### src/design/cfm_pkg.sv
package cfm_pkg;

    // Field widths
    localparam int REQ_W     = 2;
    localparam int STAT_W    = 2;
    localparam int COORD_W   = 32;
    localparam int MEAN_W    = 40;
    localparam int CNT_OUT_W = 5;
    localparam int FRAC_W    = 8;
    localparam int NAX       = 3;

    localparam int DEF_QUEUE_DEPTH = 16;

    // Request codes
    localparam logic [REQ_W-1:0] REQ_PUSH = 2'd0;
    localparam logic [REQ_W-1:0] REQ_POP  = 2'd1;
    localparam logic [REQ_W-1:0] REQ_MEAN = 2'd2;

    // Status codes
    localparam logic [STAT_W-1:0] ST_OK    = 2'd0;
    localparam logic [STAT_W-1:0] ST_EMPTY = 2'd1;
    localparam logic [STAT_W-1:0] ST_FULL  = 2'd2;

    // Controller to datapath
    typedef struct packed {
        logic load;       // latch the incoming word
        logic push;       // write the store, advance tail, add to sums
        logic pop_rd;     // read the store at head
        logic pop;        // advance head, subtract from sums
        logic div_start;  // load the three dividers
        logic div_step;   // one quotient bit per lane
        logic mean;       // post the means
        logic flag;       // post a result without touching the queue
    } t_cmd;

    // Datapath to controller
    typedef struct packed {
        logic [REQ_W-1:0] req;
        logic             empty;
        logic             full;
        logic             out_free;
        logic             div_done;
    } t_sts;

endpackage

### src/design/coordinate_fifo_with_mean.sv
// Channel   Direction  Handshake                Payload
// request   in         i_in_valid / o_in_stall  i_req_type, i_coord_x/y/z
// result    out        o_out_valid / i_out_stall o_status, o_popped_x/y/z,
//                                                o_mean_x/y/z, o_entry_count
//
// One word is worked on at a time: push, unknown and flagged requests go
// straight to the result register; a pop first does a registered store read;
// a mean runs the three restoring dividers, which produce one quotient bit per
// cycle in parallel.
// Reset is synchronous and active low; it empties the queue and zeroes the
// sums. The store itself is not cleared: only occupied entries are read.
// A stalled result sits in the output register while the next word is taken
// and worked on; only its final write-back waits for the register to free up.
module coordinate_fifo_with_mean import cfm_pkg::*; #(
    parameter int QUEUE_DEPTH = DEF_QUEUE_DEPTH
) (
    input  logic                        i_clk,
    input  logic                        i_rst_n,
    // request channel
    input  logic                        i_in_valid,
    output logic                        o_in_stall,
    input  logic [REQ_W-1:0]            i_req_type,
    input  logic signed [COORD_W-1:0]   i_coord_x,
    input  logic signed [COORD_W-1:0]   i_coord_y,
    input  logic signed [COORD_W-1:0]   i_coord_z,
    // result channel
    output logic                        o_out_valid,
    input  logic                        i_out_stall,
    output logic [STAT_W-1:0]           o_status,
    output logic signed [COORD_W-1:0]   o_popped_x,
    output logic signed [COORD_W-1:0]   o_popped_y,
    output logic signed [COORD_W-1:0]   o_popped_z,
    output logic signed [MEAN_W-1:0]    o_mean_x,
    output logic signed [MEAN_W-1:0]    o_mean_y,
    output logic signed [MEAN_W-1:0]    o_mean_z,
    output logic [CNT_OUT_W-1:0]        o_entry_count
);

    t_cmd w_cmd;
    t_sts w_sts;

    // Sequencer: take a word, run its request, hold until the result
    // register can take the answer.
    cfm_ctrl u_ctrl (
        .i_clk      (i_clk),
        .i_rst_n    (i_rst_n),
        .i_in_valid (i_in_valid),
        .o_in_stall (o_in_stall),
        .i_sts      (w_sts),
        .o_cmd      (w_cmd)
    );

    // Store, pointers, running sums, dividers and the result register.
    cfm_dp #(
        .QUEUE_DEPTH (QUEUE_DEPTH)
    ) u_dp (
        .i_clk         (i_clk),
        .i_rst_n       (i_rst_n),
        .i_cmd         (w_cmd),
        .o_sts         (w_sts),
        .i_req_type    (i_req_type),
        .i_coord_x     (i_coord_x),
        .i_coord_y     (i_coord_y),
        .i_coord_z     (i_coord_z),
        .i_out_stall   (i_out_stall),
        .o_out_valid   (o_out_valid),
        .o_status      (o_status),
        .o_popped_x    (o_popped_x),
        .o_popped_y    (o_popped_y),
        .o_popped_z    (o_popped_z),
        .o_mean_x      (o_mean_x),
        .o_mean_y      (o_mean_y),
        .o_mean_z      (o_mean_z),
        .o_entry_count (o_entry_count)
    );

endmodule

### src/design/cfm_ram.sv
module cfm_ram #(
    parameter int WIDTH = 96,
    parameter int DEPTH = 16
) (
    input  logic                     i_clk,
    input  logic                     i_we,
    input  logic [$clog2(DEPTH)-1:0] i_waddr,
    input  logic [WIDTH-1:0]         i_wdata,
    input  logic                     i_re,
    input  logic [$clog2(DEPTH)-1:0] i_raddr,
    output logic [WIDTH-1:0]         o_rdata
);

    logic [WIDTH-1:0] r_mem [DEPTH];
    logic [WIDTH-1:0] r_rdata;

    always_ff @(posedge i_clk) begin
        if (i_we) begin
            r_mem[i_waddr] <= i_wdata;
        end
        if (i_re) begin
            r_rdata <= r_mem[i_raddr];
        end
    end

    assign o_rdata = r_rdata;

endmodule

### src/design/cfm_ctrl.sv
module cfm_ctrl import cfm_pkg::*; (
    input  logic i_clk,
    input  logic i_rst_n,
    input  logic i_in_valid,
    output logic o_in_stall,
    input  t_sts i_sts,
    output t_cmd o_cmd
);

    localparam logic [2:0] S_IDLE   = 3'd0;
    localparam logic [2:0] S_EXEC   = 3'd1;
    localparam logic [2:0] S_POP_WB = 3'd2;
    localparam logic [2:0] S_DIV    = 3'd3;

    logic [2:0] r_state;
    logic [2:0] n_state;
    t_cmd       w_cmd;

    always_comb begin
        n_state = r_state;
        w_cmd   = '0;
        case (r_state)
            S_IDLE: begin
                if (i_in_valid) begin
                    w_cmd.load = 1'b1;
                    n_state    = S_EXEC;
                end
            end
            S_EXEC: begin
                case (i_sts.req)
                    REQ_PUSH: begin
                        if (i_sts.out_free) begin
                            w_cmd.push = !i_sts.full;
                            w_cmd.flag = i_sts.full;
                            n_state    = S_IDLE;
                        end
                    end
                    REQ_POP: begin
                        if (i_sts.empty) begin
                            if (i_sts.out_free) begin
                                w_cmd.flag = 1'b1;
                                n_state    = S_IDLE;
                            end
                        end else begin
                            w_cmd.pop_rd = 1'b1;
                            n_state      = S_POP_WB;
                        end
                    end
                    REQ_MEAN: begin
                        if (i_sts.empty) begin
                            if (i_sts.out_free) begin
                                w_cmd.flag = 1'b1;
                                n_state    = S_IDLE;
                            end
                        end else begin
                            w_cmd.div_start = 1'b1;
                            n_state         = S_DIV;
                        end
                    end
                    default: begin
                        if (i_sts.out_free) begin
                            w_cmd.flag = 1'b1;
                            n_state    = S_IDLE;
                        end
                    end
                endcase
            end
            S_POP_WB: begin
                if (i_sts.out_free) begin
                    w_cmd.pop = 1'b1;
                    n_state   = S_IDLE;
                end
            end
            S_DIV: begin
                if (!i_sts.div_done) begin
                    w_cmd.div_step = 1'b1;
                end else if (i_sts.out_free) begin
                    w_cmd.mean = 1'b1;
                    n_state    = S_IDLE;
                end
            end
            default: begin
                n_state = S_IDLE;
            end
        endcase
    end

    always_ff @(posedge i_clk) begin
        if (!i_rst_n) begin
            r_state <= S_IDLE;
        end else begin
            r_state <= n_state;
        end
    end

    assign o_cmd      = w_cmd;
    // hold off words while busy and while reset is asserted
    assign o_in_stall = (r_state != S_IDLE) || !i_rst_n;

endmodule

### src/design/cfm_dp.sv
module cfm_dp import cfm_pkg::*; #(
    parameter int QUEUE_DEPTH = DEF_QUEUE_DEPTH
) (
    input  logic                        i_clk,
    input  logic                        i_rst_n,
    input  t_cmd                        i_cmd,
    output t_sts                        o_sts,
    input  logic [REQ_W-1:0]            i_req_type,
    input  logic signed [COORD_W-1:0]   i_coord_x,
    input  logic signed [COORD_W-1:0]   i_coord_y,
    input  logic signed [COORD_W-1:0]   i_coord_z,
    input  logic                        i_out_stall,
    output logic                        o_out_valid,
    output logic [STAT_W-1:0]           o_status,
    output logic signed [COORD_W-1:0]   o_popped_x,
    output logic signed [COORD_W-1:0]   o_popped_y,
    output logic signed [COORD_W-1:0]   o_popped_z,
    output logic signed [MEAN_W-1:0]    o_mean_x,
    output logic signed [MEAN_W-1:0]    o_mean_y,
    output logic signed [MEAN_W-1:0]    o_mean_z,
    output logic [CNT_OUT_W-1:0]        o_entry_count
);

    localparam int AW = $clog2(QUEUE_DEPTH);
    localparam int CW = $clog2(QUEUE_DEPTH + 1);
    localparam int SW = COORD_W + AW;
    localparam int ND = SW + FRAC_W;
    localparam int KW = $clog2(ND + 1);
    localparam int RW = NAX * COORD_W;

    logic [REQ_W-1:0]   r_req;
    logic [AW-1:0]      r_head;
    logic [AW-1:0]      r_tail;
    logic [CW-1:0]      r_count;
    logic [CW-1:0]      n_count;
    logic [KW-1:0]      r_div_cnt;
    logic               r_out_valid;
    logic [STAT_W-1:0]  r_status;
    logic [CNT_OUT_W-1:0] r_cnt_out;

    logic                      w_commit;
    logic                      w_out_free;
    logic [STAT_W-1:0]         w_flag_stat;
    logic [CNT_OUT_W+CW-1:0]   w_cnt_ext;
    logic [RW-1:0]             w_ram_rdata;
    logic [RW-1:0]             w_ram_wdata;

    logic signed [COORD_W-1:0] w_in      [NAX];
    logic signed [COORD_W-1:0] w_crd     [NAX];
    logic signed [COORD_W-1:0] w_pop_out [NAX];
    logic signed [MEAN_W-1:0]  w_mean_out[NAX];

    assign w_in[0] = i_coord_x;
    assign w_in[1] = i_coord_y;
    assign w_in[2] = i_coord_z;

    assign w_commit   = i_cmd.push | i_cmd.pop | i_cmd.mean | i_cmd.flag;
    assign w_out_free = !r_out_valid || !i_out_stall;

    always_comb begin
        case (r_req)
            REQ_PUSH: w_flag_stat = ST_FULL;
            REQ_POP:  w_flag_stat = ST_EMPTY;
            REQ_MEAN: w_flag_stat = ST_EMPTY;
            default:  w_flag_stat = ST_OK;
        endcase
    end

    always_comb begin
        n_count = r_count;
        if (i_cmd.push) begin
            n_count = r_count + CW'(1);
        end else if (i_cmd.pop) begin
            n_count = r_count - CW'(1);
        end
    end

    assign w_cnt_ext = {{CNT_OUT_W{1'b0}}, n_count};

    // Queue pointers, fill count, divider count, result handshake
    always_ff @(posedge i_clk) begin
        if (!i_rst_n) begin
            r_head      <= '0;
            r_tail      <= '0;
            r_count     <= '0;
            r_div_cnt   <= '0;
            r_out_valid <= 1'b0;
        end else begin
            if (i_cmd.push) begin
                r_tail <= (r_tail == AW'(QUEUE_DEPTH - 1)) ? '0 : r_tail + AW'(1);
            end
            if (i_cmd.pop) begin
                r_head <= (r_head == AW'(QUEUE_DEPTH - 1)) ? '0 : r_head + AW'(1);
            end
            r_count <= n_count;
            if (i_cmd.div_start) begin
                r_div_cnt <= KW'(ND);
            end else if (i_cmd.div_step) begin
                r_div_cnt <= r_div_cnt - KW'(1);
            end
            if (w_commit) begin
                r_out_valid <= 1'b1;
            end else if (!i_out_stall) begin
                r_out_valid <= 1'b0;
            end
        end
    end

    always_ff @(posedge i_clk) begin
        if (i_cmd.load) begin
            r_req <= i_req_type;
        end
        if (w_commit) begin
            r_status  <= i_cmd.flag ? w_flag_stat : ST_OK;
            r_cnt_out <= w_cnt_ext[CNT_OUT_W-1:0];
        end
    end

    // One lane per axis: latched coordinate, running sum, restoring divider, result registers
    for (genvar l = 0; l < NAX; l++) begin : g_lane
        logic signed [COORD_W-1:0] r_crd;
        logic signed [SW-1:0]      r_sum;
        logic [CW-1:0]             r_rem;
        logic [ND-1:0]             r_quo;
        logic                      r_neg;
        logic signed [COORD_W-1:0] r_pop;
        logic signed [MEAN_W-1:0]  r_mean;

        logic signed [COORD_W-1:0] w_pop;
        logic [SW-1:0]             w_mag;
        logic [CW:0]               w_sh;
        logic [CW:0]               w_diff;
        logic                      w_ge;
        logic [MEAN_W-1:0]         w_qm;
        logic [MEAN_W-1:0]         w_mean;

        assign w_pop  = w_ram_rdata[(NAX-l)*COORD_W-1 -: COORD_W];
        assign w_mag  = r_sum[SW-1] ? (~r_sum + SW'(1)) : r_sum;
        assign w_sh   = {r_rem, r_quo[ND-1]};
        assign w_ge   = (w_sh >= {1'b0, r_count});
        assign w_diff = w_sh - {1'b0, r_count};
        assign w_qm   = r_quo[MEAN_W-1:0];
        assign w_mean = r_neg ? (~w_qm + MEAN_W'(1)) : w_qm;

        always_ff @(posedge i_clk) begin
            if (!i_rst_n) begin
                r_sum <= '0;
            end else if (i_cmd.push) begin
                r_sum <= r_sum + SW'(r_crd);
            end else if (i_cmd.pop) begin
                r_sum <= r_sum - SW'(w_pop);
            end
        end

        always_ff @(posedge i_clk) begin
            if (i_cmd.load) begin
                r_crd <= w_in[l];
            end
            if (i_cmd.div_start) begin
                r_neg <= r_sum[SW-1];
                r_quo <= {w_mag, {FRAC_W{1'b0}}};
                r_rem <= '0;
            end else if (i_cmd.div_step) begin
                r_rem <= w_ge ? w_diff[CW-1:0] : w_sh[CW-1:0];
                r_quo <= {r_quo[ND-2:0], w_ge};
            end
            if (w_commit) begin
                r_pop  <= i_cmd.pop ? w_pop : '0;
                r_mean <= i_cmd.mean ? w_mean : '0;
            end
        end

        assign w_crd[l]      = r_crd;
        assign w_pop_out[l]  = r_pop;
        assign w_mean_out[l] = r_mean;
    end

    assign w_ram_wdata = {w_crd[0], w_crd[1], w_crd[2]};

    cfm_ram #(
        .WIDTH (RW),
        .DEPTH (QUEUE_DEPTH)
    ) u_store (
        .i_clk   (i_clk),
        .i_we    (i_cmd.push),
        .i_waddr (r_tail),
        .i_wdata (w_ram_wdata),
        .i_re    (i_cmd.pop_rd),
        .i_raddr (r_head),
        .o_rdata (w_ram_rdata)
    );

    assign o_sts.req      = r_req;
    assign o_sts.empty    = (r_count == '0);
    assign o_sts.full     = (r_count == CW'(QUEUE_DEPTH));
    assign o_sts.out_free = w_out_free;
    assign o_sts.div_done = (r_div_cnt == '0);

    assign o_out_valid   = r_out_valid;
    assign o_status      = r_status;
    assign o_popped_x    = w_pop_out[0];
    assign o_popped_y    = w_pop_out[1];
    assign o_popped_z    = w_pop_out[2];
    assign o_mean_x      = w_mean_out[0];
    assign o_mean_y      = w_mean_out[1];
    assign o_mean_z      = w_mean_out[2];
    assign o_entry_count = r_cnt_out;

endmodule

### config.mk
export PLATFORM = sky130hd
export DESIGN_NAME = coordinate_fifo_with_mean
export DESIGN_NICKNAME = d
export VERILOG_FILES = /design/src/design/cfm_pkg.sv /design/src/design/coordinate_fifo_with_mean.sv /design/src/design/cfm_ram.sv /design/src/design/cfm_ctrl.sv /design/src/design/cfm_dp.sv
export SDC_FILE = /design/constraint.sdc
export NUM_CORES = 2
export LEC_CHECK = 0
export BUFFER_PORTS_ARGS = -buffer_cell sky130_fd_sc_hd__buf_4
export CORE_UTILIZATION = 62
export CTS_CLUSTER_DIAMETER = 30
export DETAILED_ROUTE_END_ITERATION = 8
export PLACE_DENSITY = 0.8
export SLEW_MARGIN = 10
export SYNTH_ARGS = -nofsm -noshare
export SYNTH_HDL_FRONTEND = slang
export SYNTH_SLANG_ARGS = --single-unit
### constraint.sdc
create_clock -name i_clk -period 11.3 [get_ports i_clk]
set_input_delay 0.565 -clock i_clk [delete_from_list [all_inputs] [get_ports i_clk]]
set_output_delay 0.565 -clock i_clk [all_outputs]
set_load 0.03 [all_outputs]
==> qor.csv <==
stage;metric;value;unit
timing;fmax;140;MHz
timing;layout_min_cycle_time;7.17;ns
timing;hold_viol_final;0;
layout;final_common_cell;edfxtp_1;
routing;drt-initial-drc-count;10300;
layout;area_growth_syn_to_layout;20.0;%
synthesis;synth_cell_types;70;
routing;viasPerCell;6.98;
worst_setup_path;crit_fanout;6;
layout;fin_util;0.754;
pwr;switching_power;0.00461;W
timing;slew_headroom;0.0835;
timing;rsz0062_at_grt;false;
global_route;grt_max_degree;163;
placement;port_buffers;326;
die;io_pins;327;
worst_setup_path;crit_arrival;8.03;ns
pwr;switching_share;0.217;
clocking;cts_tree;done;
layout;num-nets-final;6738;
job;cap_violations;0;
global_route;grt_pass1_vias;60700;
pwr;ir_drop;193;uV
worst_setup_path;critPathLaunchType;register;
die;die-area;0.154;mm2
pwr;pwr-share-clk;0.559;
synthesis;synth.cell_area;0.0946;mm2
placement;dp_slack;5.22;ns
synthesis;synthFlopType;edfxtp_1;
global_route;grt_util_all_layers;0.376;
global_route;grt-ovfl-total;0;
die;initial_core_util;0.628;
synthesis;ys_seq_area_frac;0.691;
status;status;completed;
pwr;leakage;37.5;nW
clocking;htree_levels;5;
worst_setup_path;crit_type;reg2reg;
layout;final_cell_area;0.114;mm2
routing;via_count;61600;
synthesis;synthesis.nets;6109;
synthesis;yosys_register_bits;2234;
routing;route.detailed.drc;0;
global_route;antenna_found_initial;17;
synthesis;yosysWarnings;0;
timing;period_share;0.634;
clocking;clkSlewWorstSetupHoldPaths;0.06;ns
pwr;p_comb_frac;0.012;
synthesis;syn_area_per_cell;16.1;um2
routing;final_antenna_net_count;0;
timing;fin_tns_setup;0;ns
clocking;clockRootBuffer;clkbuf_16;
global_route;grt_pass1_wl;414;mm
synthesis;synth_edf_count;2064;
routing;wl_per_cell;32.8;um
synthesis;synthArstFlopShare;0;
clocking;numCtsBuffers;394;
routing;drtPass1Iterations;9;
layout;mostFrequentLayoutCells;edfxtp_1, mux4_2, nand2_1;
timing;drv_slew;0;
layout;drive_gt1_frac;0.233;
pwr;p_int;0.0167;W
clocking;cts_setup_buffers;0;
timing;fin_worst_skew;0.0965;ns
worst_setup_path;endpoint_kind;register;
routing;wirelength;289;mm
pwr;sequentialPowerShare;0.429;
placement;hpwl;142;mm
die;coreArea;0.151;mm2
timing;fin_worst_hold_slack;0.136;ns
worst_setup_path;required;12.16;ns
clocking;clock-sinks;2234;
clocking;cts_buffer_depth;4;
timing;finalSetupViolCount;0;
synthesis;synthCells;5858;
hold_path;hold_path_class;in2reg;
timing;fin_ws;4.13;ns
placement;routabilityCongestion;0.893;
die;die_w;393;um
pwr;p_per_area;188;mW/mm2
clocking;clk_latency;0.99;ns
die;fp.dieH;393;um
placement;placed_area;0.0994;mm2
timing;worst_pin_slew;1.37;ns
die;rows;142;
==> power by group through the flow <==
| stage | clock network, W | logic (W) | registers, W |
|---|---|---|---|
| floorplan | 0 | 0.0000782 | 0.00929 |
| global placement | 0 | 0.000214 | 0.00928 |
| detailed placement | 0 | 0.000216 | 0.00928 |
| CTS | 0.0119 | 0.000250 | 0.00912 |
| global route | 0.0123 | 0.000265 | 0.00913 |
| finish | 0.0119 | 0.000255 | 0.00913 |
==> layer usage <==
metal,share of wire,global-route usage
met1,0.34,0.495
met2,0.45,0.569
met3,0.14,0.107
met4,0.064,0.208
met5,0.00036,0
==> registers in the layout (all words and copies together), names as in the netlist, 4 cells and up <==
register and count:
u_dp.g_lane.r_crd 96, u_dp.g_lane.r_quo 132, u_dp.g_lane.r_rem 15, u_dp.g_lane.r_sum 108, u_dp.o_entry_count 5, u_dp.o_mean_x 40
u_dp.o_mean_y 40, u_dp.o_mean_z 40, u_dp.o_popped_x 32, u_dp.o_popped_y 32, u_dp.o_popped_z 32, u_dp.r_count 5
u_dp.r_div_cnt 6, u_dp.r_head 4, u_dp.r_tail 4, u_dp.u_store.o_rdata 96, u_dp.u_store.r_mem 1536
==> cells by family (layout without fill, tap and decap cells) <==
| group | after synthesis | after routing | share of synthesized area |
|---|---|---|---|
| DFF | 2234 | 2234 | 0.691 |
| and+or+nand+nor | 1416 | 1416 | 0.0711 |
| AOI/OAI and AO/OA | 857 | 857 | 0.0541 |
| muxes | 489 | 489 | 0.115 |
| xor gates and xnor gates | 377 | 377 | 0.0349 |
| buffers and inverters | 335 | 1273 | 0.0133 |
| adders and majority gates | 149 | 149 | 0.0202 |
| other | 1 | 4 | 0.0000396 |
==> synthesized netlist by cell type, drive strengths merged (44+ instances only) <==
library cell / count / share of area
a21o: 49 / 0.0039
or4: 44 / 0.0037
xnor2: 93 / 0.0086
buf: 49 / 0.0019
nor3: 54 / 0.0029
a21oi: 262 / 0.014
nand2: 459 / 0.018
nor2: 398 / 0.016
mux4: 480 / 0.11
and2: 111 / 0.0073
xor2: 284 / 0.026
clkbuf: 220 / 0.0087
inv: 65 / 0.0026
dfxtp: 170 / 0.036
o31ai: 77 / 0.0061
or3: 69 / 0.0047
nand3: 86 / 0.0045
o21ai: 303 / 0.016
edfxtp: 2064 / 0.66
ha: 143 / 0.019
==> timing repair <==
item,4_1_cts,5_1_grt
hold endpoints to repair,99,0
setup endpoints to repair,0,0
hold buffers,99,0
resized for setup,0,0
==> worst paths after layout <==
kind,startpoint,endpoint,slack (ns),cells past startpoint
worst min register to register,u_dp.g_lane[2].r_rem[4],u_dp.g_lane[2].r_rem[4],0.47,2
worst min-delay path,i_in_valid,u_dp.r_req[1],0.14,3
worst max register to register,u_dp.u_store.o_rdata[9],u_dp.g_lane[2].r_sum[35],4.13,20
worst max-delay path,u_dp.u_store.o_rdata[9],u_dp.g_lane[2].r_sum[35],4.13,20
==> layout make-up <==
cell class | instances | area, um2
fill | 8035 | 37100
sequential | 2234 | 65400
inverter | 66 | 251
antenna | 3 | 7.51
multi-input combinational | 3289 | 28100
timing repair buffer | 502 | 4050
tap | 2016 | 2520
clock inverter | 258 | 2810
clock buffer | 447 | 10300
==> worst max-delay path, stage by stage (launching register included) <==
cell,delay [ns]
edfxtp_1,0.54
or4_1,0.64
nor4_1,0.52
nand2_1,0.36
nor3_1,0.61
nand2b_1,0.22
nand2b_1,0.37
nor2_1,0.35
xor2_1,0.28
a21oi_1,0.16
ha_1,0.46
and3_1,0.22
nand4_1,0.20
or3_1,0.39
nor3_1,0.37
nor4_1,0.17
o311ai_0,0.39
o211ai_1,0.16
xor2_1,0.17
or3_1,0.32
a21oi_1,0.14
==> per-stage QoR <==
stage                     std cells  total power [W]
after CTS                      8811           0.0212
final                          8815           0.0213
after global routing           8813           0.0217
after floorplan                5858          0.00937
after global placement         8007          0.00949
after detailed placement       8007          0.00950
(Power assumes the default switching activity.)
